$ cat config.mk
export PLATFORM = sky130hd
export DESIGN_NAME = object_block_word_parser
export DESIGN_NICKNAME = d
export VERILOG_FILES = /design/src/hw/rtl/obp_pkg.sv /design/src/hw/rtl/obp_centroid.sv /design/src/hw/rtl/obp_parser.sv /design/src/hw/rtl/object_block_word_parser.sv
export SDC_FILE = /design/constraint.sdc
export NUM_CORES = 1
export LEC_CHECK = 0
export ABC_CLOCK_PERIOD_IN_PS = 17200
export BUFFER_PORTS_ARGS = -buffer_cell sky130_fd_sc_hd__buf_4
export CAP_MARGIN = 30
export CORE_MARGIN = 5
export CORE_UTILIZATION = 45
export DETAILED_ROUTE_END_ITERATION = 10
export SLEW_MARGIN = 20
export SYNTH_ARGS = -nofsm -noshare
export SYNTH_HDL_FRONTEND = slang
export SYNTH_SLANG_ARGS = --single-unit
$ cat constraint.sdc
create_clock -name clk -period 17.2 [get_ports clk]
set_input_delay 0.86 -clock clk [delete_from_list [all_inputs] [get_ports clk]]
set_output_delay 0.86 -clock clk [all_outputs]
set_load 0.005 [all_outputs]
$ cat src/hw/rtl/obp_pkg.sv
// Shared constants, types and parser phase codes for the object block word parser.
// Used by obp_centroid, obp_parser and object_block_word_parser; depends on nothing.

package obp_pkg;

	localparam int WORD_W = 16;
	localparam int BLOCK_WORDS = 6;
	localparam int IMAGE_WIDTH = 320;

	// Word positions inside an object block.
	localparam int SIG_POS = 1;
	localparam int X_POS = 2;

	localparam int IDX_W = 3;
	localparam int PHASE_W = 3;
	localparam int CFG_IDX_W = 2;

	localparam logic [PHASE_W-1:0] PH_HUNT      = 3'd0;
	localparam logic [PHASE_W-1:0] PH_SECOND    = 3'd1;
	localparam logic [PHASE_W-1:0] PH_COLLECT   = 3'd2;
	localparam logic [PHASE_W-1:0] PH_BLOCK_END = 3'd3;
	localparam logic [PHASE_W-1:0] PH_FRAME_END = 3'd4;

	localparam logic [CFG_IDX_W-1:0] REG_SYNC_WORD = 2'd0;
	localparam logic [CFG_IDX_W-1:0] REG_TARGET_SIG = 2'd1;

	localparam logic [WORD_W-1:0] SYNC_RESET = 16'hAA55;
	localparam logic [WORD_W-1:0] TARGET_RESET = 16'h0001;

	// Centroid scaling: q = floor(a * 2^15 / X_MAX) computed as (a * RECIP) >> RECIP_SH.
	// With a and the reciprocal error both below 2^12, a shift of 24 keeps it exact.
	localparam int X_MAX = IMAGE_WIDTH - 1;
	localparam int XW = (X_MAX > 1) ? $clog2(X_MAX + 1) : 1;
	localparam int RECIP_SH = 24;
	localparam longint unsigned RECIP =
		((64'd1 << (RECIP_SH + 15)) + longint'(X_MAX) - 1) / longint'(X_MAX);
	localparam int RECIP_W = $clog2(RECIP + 1);
	localparam int PROD_W = (XW + 1 + RECIP_W > RECIP_SH + 17) ?
		(XW + 1 + RECIP_W) : (RECIP_SH + 17);

	typedef struct packed {
		logic [WORD_W-1:0] sync_word;
		logic [WORD_W-1:0] target_signature;
	} cfg_t;

	typedef struct packed {
		logic              adv;
		logic [WORD_W-1:0] word;
	} step_t;

endpackage

$ cat src/hw/rtl/obp_centroid.sv
// Combinational horizontal centroid in Q1.15 from a raw x coordinate.
// Depends on obp_pkg for the image width and the reciprocal constant.

module obp_centroid (
	input  logic [obp_pkg::WORD_W-1:0] x_raw,
	output logic signed [15:0]         centroid
);

	logic [obp_pkg::XW-1:0]       x_clamp;
	logic signed [obp_pkg::XW+1:0] diff;
	logic                         neg;
	logic [obp_pkg::XW:0]         mag;
	logic [obp_pkg::PROD_W-1:0]   prod;
	logic [16:0]                  quot;
	logic [16:0]                  quot_neg;

	always_comb begin
		if (x_raw > obp_pkg::WORD_W'(obp_pkg::X_MAX)) begin
			x_clamp = obp_pkg::XW'(obp_pkg::X_MAX);
		end else begin
			x_clamp = x_raw[obp_pkg::XW-1:0];
		end
		diff = $signed({1'b0, x_clamp, 1'b0}) - $signed((obp_pkg::XW+2)'(obp_pkg::X_MAX));
		neg = diff[obp_pkg::XW+1];
		if (neg) begin
			mag = (obp_pkg::XW+1)'(-diff);
		end else begin
			mag = diff[obp_pkg::XW:0];
		end
		// Truncation toward zero: divide the magnitude, then restore the sign.
		prod = obp_pkg::PROD_W'(mag) * obp_pkg::PROD_W'(obp_pkg::RECIP);
		quot = prod[obp_pkg::RECIP_SH +: 17];
		quot_neg = 17'd0 - quot;
		if (neg) begin
			centroid = $signed(quot_neg[15:0]);
		end else if (quot > 17'd32767) begin
			centroid = 16'sh7FFF;
		end else begin
			centroid = $signed(quot[15:0]);
		end
	end

endmodule

$ cat src/hw/rtl/obp_parser.sv
// Sync hunting and block collection state machine with the found/centroid result state.
// Depends on obp_pkg and obp_centroid.

module obp_parser (
	input  logic                       clk,
	input  logic                       arst_n,
	input  obp_pkg::step_t             step,
	input  obp_pkg::cfg_t              cfg,
	output logic                       found,
	output logic signed [15:0]         centroid
);

	logic [obp_pkg::PHASE_W-1:0] phase_q, phase_d;
	logic [obp_pkg::IDX_W-1:0]   idx_q, idx_d, idx_inc;
	logic                        found_q, found_d;
	logic signed [15:0]          centroid_q, centroid_d;
	logic [obp_pkg::WORD_W-1:0]  sig_q;
	logic signed [15:0]          cand_q;
	logic signed [15:0]          cand_new;
	logic                        is_sync, is_zero;
	logic                        wr_sig, wr_x;

	// Only the signature and x words are ever read back, so x is turned into
	// its centroid as it arrives and the other block words are not kept.
	obp_centroid u_centroid (
		.x_raw    (step.word),
		.centroid (cand_new)
	);

	always_comb begin
		is_sync = (step.word == cfg.sync_word);
		is_zero = (step.word == '0);
		idx_inc = idx_q + obp_pkg::IDX_W'(1);
		phase_d = phase_q;
		idx_d = idx_q;
		found_d = found_q;
		centroid_d = centroid_q;
		wr_sig = 1'b0;
		wr_x = 1'b0;
		unique case (phase_q)
			obp_pkg::PH_HUNT: begin
				if (is_sync) begin
					phase_d = obp_pkg::PH_SECOND;
				end else if (is_zero) begin
					found_d = 1'b0;
					centroid_d = '0;
				end
			end
			obp_pkg::PH_SECOND: begin
				if (is_sync) begin
					idx_d = '0;
					phase_d = obp_pkg::PH_COLLECT;
				end else begin
					if (is_zero) begin
						found_d = 1'b0;
						centroid_d = '0;
					end
					phase_d = obp_pkg::PH_HUNT;
				end
			end
			obp_pkg::PH_COLLECT: begin
				wr_sig = (idx_q == obp_pkg::IDX_W'(obp_pkg::SIG_POS));
				wr_x = (idx_q == obp_pkg::IDX_W'(obp_pkg::X_POS));
				idx_d = idx_inc;
				if (idx_inc == '0 || int'(idx_inc) >= obp_pkg::BLOCK_WORDS) begin
					phase_d = obp_pkg::PH_BLOCK_END;
				end
			end
			obp_pkg::PH_BLOCK_END: begin
				if (is_sync) begin
					idx_d = '0;
					phase_d = obp_pkg::PH_FRAME_END;
					if (sig_q == cfg.target_signature) begin
						found_d = 1'b1;
						centroid_d = cand_q;
					end
				end else begin
					phase_d = obp_pkg::PH_HUNT;
				end
			end
			obp_pkg::PH_FRAME_END: begin
				if (is_sync) begin
					idx_d = '0;
					phase_d = obp_pkg::PH_COLLECT;
				end else if (is_zero) begin
					found_d = 1'b0;
					centroid_d = '0;
					phase_d = obp_pkg::PH_HUNT;
				end else begin
					// This word is the checksum of the next block.
					idx_d = obp_pkg::IDX_W'(1);
					phase_d = obp_pkg::PH_COLLECT;
				end
			end
			default: begin
				phase_d = obp_pkg::PH_HUNT;
			end
		endcase
	end

	always_ff @(posedge clk or negedge arst_n) begin
		if (!arst_n) begin
			phase_q <= obp_pkg::PH_HUNT;
			idx_q <= '0;
			found_q <= 1'b0;
			centroid_q <= '0;
		end else if (step.adv) begin
			phase_q <= phase_d;
			idx_q <= idx_d;
			found_q <= found_d;
			centroid_q <= centroid_d;
		end
	end

	always_ff @(posedge clk) begin
		if (step.adv && wr_sig) begin
			sig_q <= step.word;
		end
		if (step.adv && wr_x) begin
			cand_q <= cand_new;
		end
	end

	assign found = found_q;
	assign centroid = centroid_q;

endmodule

$ cat src/hw/rtl/object_block_word_parser.sv
// Top level of the object block word parser: input register, configuration registers,
// output handshake and checks. Depends on obp_pkg and obp_parser.
//
//   channel | signals                                   | direction
//   --------+-------------------------------------------+----------
//   input   | in_valid, in_stall, camera_word           | into block
//   output  | out_valid, out_stall, object_found,       | out of block
//           | centroid_q15                              |
//   config  | cfg_valid, cfg_ready, cfg_index, cfg_data | into block
//
// Each accepted word sits in the input register, then moves through the parser into
// the result registers, where its result is presented, once there is room for it
// downstream. One word per cycle is sustained while the output is not stalled.
// Reset returns the parser to hunting for sync and clears the result; the
// configuration registers take 0xAA55 and 1.
// A stalled result holds the input register, which then stalls the input side.

module object_block_word_parser (
	input  logic                            clk,
	input  logic                            arst_n,
	input  logic                            in_valid,
	output logic                            in_stall,
	input  logic [obp_pkg::WORD_W-1:0]      camera_word,
	output logic                            out_valid,
	input  logic                            out_stall,
	output logic                            object_found,
	output logic signed [15:0]              centroid_q15,
	input  logic                            cfg_valid,
	output logic                            cfg_ready,
	input  logic [obp_pkg::CFG_IDX_W-1:0]   cfg_index,
	input  logic [obp_pkg::WORD_W-1:0]      cfg_data
);

	logic                       valid_s1;
	logic [obp_pkg::WORD_W-1:0] word_s1;
	logic                       out_valid_q;
	logic                       adv;
	logic                       in_take;
	obp_pkg::cfg_t              cfg_q;
	obp_pkg::step_t             step;

	assign adv = valid_s1 && (!out_valid_q || !out_stall);
	assign in_stall = valid_s1 && !adv;
	assign in_take = in_valid && !in_stall;
	assign cfg_ready = 1'b1;

	always_ff @(posedge clk or negedge arst_n) begin
		if (!arst_n) begin
			valid_s1 <= 1'b0;
			out_valid_q <= 1'b0;
		end else begin
			if (in_take) begin
				valid_s1 <= 1'b1;
			end else if (adv) begin
				valid_s1 <= 1'b0;
			end
			if (adv) begin
				out_valid_q <= 1'b1;
			end else if (!out_stall) begin
				out_valid_q <= 1'b0;
			end
		end
	end

	always_ff @(posedge clk) begin
		if (in_take) begin
			word_s1 <= camera_word;
		end
	end

	always_ff @(posedge clk or negedge arst_n) begin
		if (!arst_n) begin
			cfg_q.sync_word <= obp_pkg::SYNC_RESET;
			cfg_q.target_signature <= obp_pkg::TARGET_RESET;
		end else if (cfg_valid && cfg_ready) begin
			unique case (cfg_index)
				obp_pkg::REG_SYNC_WORD: cfg_q.sync_word <= cfg_data;
				obp_pkg::REG_TARGET_SIG: cfg_q.target_signature <= cfg_data;
				default: begin
				end
			endcase
		end
	end

	assign step.adv = adv;
	assign step.word = word_s1;

	obp_parser u_parser (
		.clk      (clk),
		.arst_n   (arst_n),
		.step     (step),
		.cfg      (cfg_q),
		.found    (object_found),
		.centroid (centroid_q15)
	);

	assign out_valid = out_valid_q;

	// A cleared result always carries a zero centroid.
	a_clear_zero: assert property (@(posedge clk) disable iff (!arst_n)
		!object_found |-> centroid_q15 == 16'sd0)
		else $error("centroid nonzero while no object is found");

	// The result state moves only when a request passes into the result register.
	a_result_moves_on_adv: assert property (@(posedge clk) disable iff (!arst_n)
		!$past(adv) |-> ($stable(object_found) && $stable(centroid_q15)))
		else $error("result changed without an advancing request");

	// A request in the input register with room downstream shows up as a result.
	a_adv_gives_result: assert property (@(posedge clk) disable iff (!arst_n)
		(valid_s1 && !(out_valid_q && out_stall)) |=> out_valid)
		else $error("advanced request did not produce a result");

endmodule
==> results.txt <==
status = finished, final reports clean
synth top area cells = ha_1 (17%), edfxtp_1 (14%), fa_1 (13%)
clock latency on the worst-skew pair = 0.35 ns
Worst Path Buf+Inv = 4
Root Driver = clkbuf_16
Antenna Violating Nets Remaining = 0
Crit-path slowest cell = fa_1
Tcrit/Tclk final = 52.4%
# hold bufs at CTS = 0
Worst path max stage delay = 0.54 ns
layout cells sized above 1 = 12.4%
ys flop type = edfxtp_1
Detailed Place HPWL = 20.2 mm
library cells used by synthesis = 71
Synth Cell Area = 10200 µm²
post-synth top area share = 16.7%
PortBufs = 57
WP data arrival = 9.12 ns
kind of critical path = flop to flop
Worst setup SP type = flop
pin count of the biggest net entering global routing = 58
post-DR wirelength/cell = 17.6 µm
H-tree depth = 3
vias in the first global route = 7622
aggregate global routing overflow = 0
Tot Pwr = 937 µW
first-pass GRT wire length = 40.6 mm
DIE WIDTH = 160 µm
highest clock rate = 111 MHz
delay-heaviest family, CP = adder cells
Yosys top cell by area = ha_1
DR pass1 iterations = 6
DR vias/cell = 5.52
post-CTS setup buffer count = 0
Final Max Slew Viols = 0
Worst Tran Pin Value = 0.887 ns
die height = 160 µm
number of synthesized flops with an enable pin = 48
Post-Route Setup TNS = 0 ns
synthesized area per cell = 9.62 µm²
IO Pins = 59
violation count after the first detailed-route iteration = 542
gr usage total = 19.5%
most common cell after layout, fill and taps aside = inv_1
vias = 7726
# nets final = 1352
row count = 55
synthesized flop and latch total = 105
max cap viols = 0
die area = 25800 µm²
worst vdd ir = 0.0000515 V
Final Cell Area = 11200 µm²
normalized max-slew margin = 40.7%
WL final = 24.7 mm
initial antenna violation count = 0
Layout Cells excl Fill = 1399
RSZ-0062 raised after global routing = no
syn_nets = 1302
CP required = 17.30 ns
Hold Fails Final Rpt = 0
Setup Skew = 0.0124 ns
CTS tree = done
Ys Warns = 0
clock sink count = 105
final setup violation count = 0
post-cts repair resize count = 0
Gate Count Post-Synth = 1059
Placer Congestion = 0.921
Area after DPL = 10900 µm²
residual DRC count = 0
CP max FO = 22
total CTS buffers = 9
Core ar. = 22400 µm²
placed cell count = 1382
Finished Core Util = 50.0%
min Tclk post-route = 9.02 ns
sequential-to-total area share from yosys stat = 28.3%
clk buf depth = 2
initial core utilization = 45.4%
most frequent cells in the layout = inv_1 (179), ha_1 (136), nand2_1 (96), fa_1 (68), buf_4 (61)
Post-synth ARST share = 54.3%
Worst Hold Class = flop to flop
# diodes = 0
PwrDens = 83.6 nW/µm²
Critical Path End Type = flop
P_leak = 0.00540 µW
P&R area growth vs syn = 10.0%
clock transition at the registers of the reported paths = 0.07 ns
-- layout make-up --
| class | instances | area (µm²) |
|---|---|---|
| Multi-Input combinational cell | 751 | 6540 |
| Inverter | 179 | 672 |
| Timing Repair Buffer | 63 | 474 |
| Tap cell | 285 | 357 |
| Clock buffer | 9 | 225 |
| Sequential cell | 105 | 2880 |
| Fill cell | 2139 | 11200 |
| Clock inverter | 7 | 61.3 |
-- path summary, 6_finish.rpt --
path	from	to	slack, ns	cells past startpoint
worst max-delay path	word_s1[14]	u_parser.cand_q[8]	8.18	29
worst min-delay path	u_parser.centroid[11]	u_parser.centroid[11]	0.48	2
worst max register to register	word_s1[14]	u_parser.cand_q[8]	8.18	29
worst min register to register	u_parser.centroid[11]	u_parser.centroid[11]	0.48	2
max in group asynchronous	arst_n	u_parser.centroid[6]	16.12	1
min in group asynchronous	arst_n	cfg_q[11]	0.57	1
-- worst min-delay path, cell delays in order, from the launching register on --
cell and delay [ns]:
dfrtp_1 0.35, nand2_1 0.05, o21ai_0 0.06
-- layer usage --
| layer | routed length (µm) | up-vias | GRT usage (%) |
|---|---|---|---|
| met5 | 0 | - | 0 |
| met4 | 372 | 0 | 4.58 |
| met3 | 1530 | 25 | 2.34 |
| met2 | 11600 | 251 | 32.2 |
| met1 | 11200 | 3716 | 27.7 |
| li1 | - | 3734 | - |
-- logic make-up (layout without fill, tap and decap cells) --
group | after synthesis | in the layout | synth area share [%]
other | 1 | 1 | 0.0368
buffers and inverters | 203 | 258 | 7.59
AND/OR/NAND/NOR | 261 | 261 | 12.8
adder cells (fa/ha/maj) | 204 | 204 | 30.1
XOR/XNOR | 58 | 58 | 5.06
multiplexers | 38 | 38 | 4.15
AO/OA/AOI/OAI | 189 | 189 | 12.1
flip-flops | 105 | 105 | 28.3
-- sequential cells by signal, summed over array words and instances, names as in the netlist --
register and cells:
valid_s1 1, out_valid 1, u_parser.centroid 16, word_s1 16, u_parser.cand_q 16, cfg_q 32
u_parser.idx_q 3, u_parser.phase_q 3, u_parser.sig_q 16, u_parser.found 1
-- Yosys cell counts (7+ instances only) --
library cell and count:
nor2_1 46, nand2_1 96, mux2_2 34, dfstp_2 9, edfxtp_1 48, xnor2_1 46
ha_1 136, o21a_1 10, nand3_1 17, dfrtp_1 48, xor2_1 11, and2_1 9
nor4_1 12, clkbuf_1 17, o211ai_1 7, inv_1 179, a21o_1 16, fa_1 68
a31oi_1 19, nand2b_1 13, nand4_1 22, o21ai_0 42, nor3_1 17, a21oi_1 47
-- report_power, final --
| part | total (µW) | switching [µW] | internal (µW) |
|---|---|---|---|
| registers | 335 | 28.0 | 306 |
| logic | 406 | 240 | 166 |
| clock network | 197 | 95.3 | 101 |
| total | 937 | 363 | 574 |
-- through the flow --
step	worst slack (ns)	hold slack (ns)
floorplan	9.00	0.421
detailed placement	8.27	0.476
finish	8.18	0.483
global route	7.52	0.511
CTS	8.23	0.493
global placement	8.08	0.465
(Power assumes the default switching activity.)
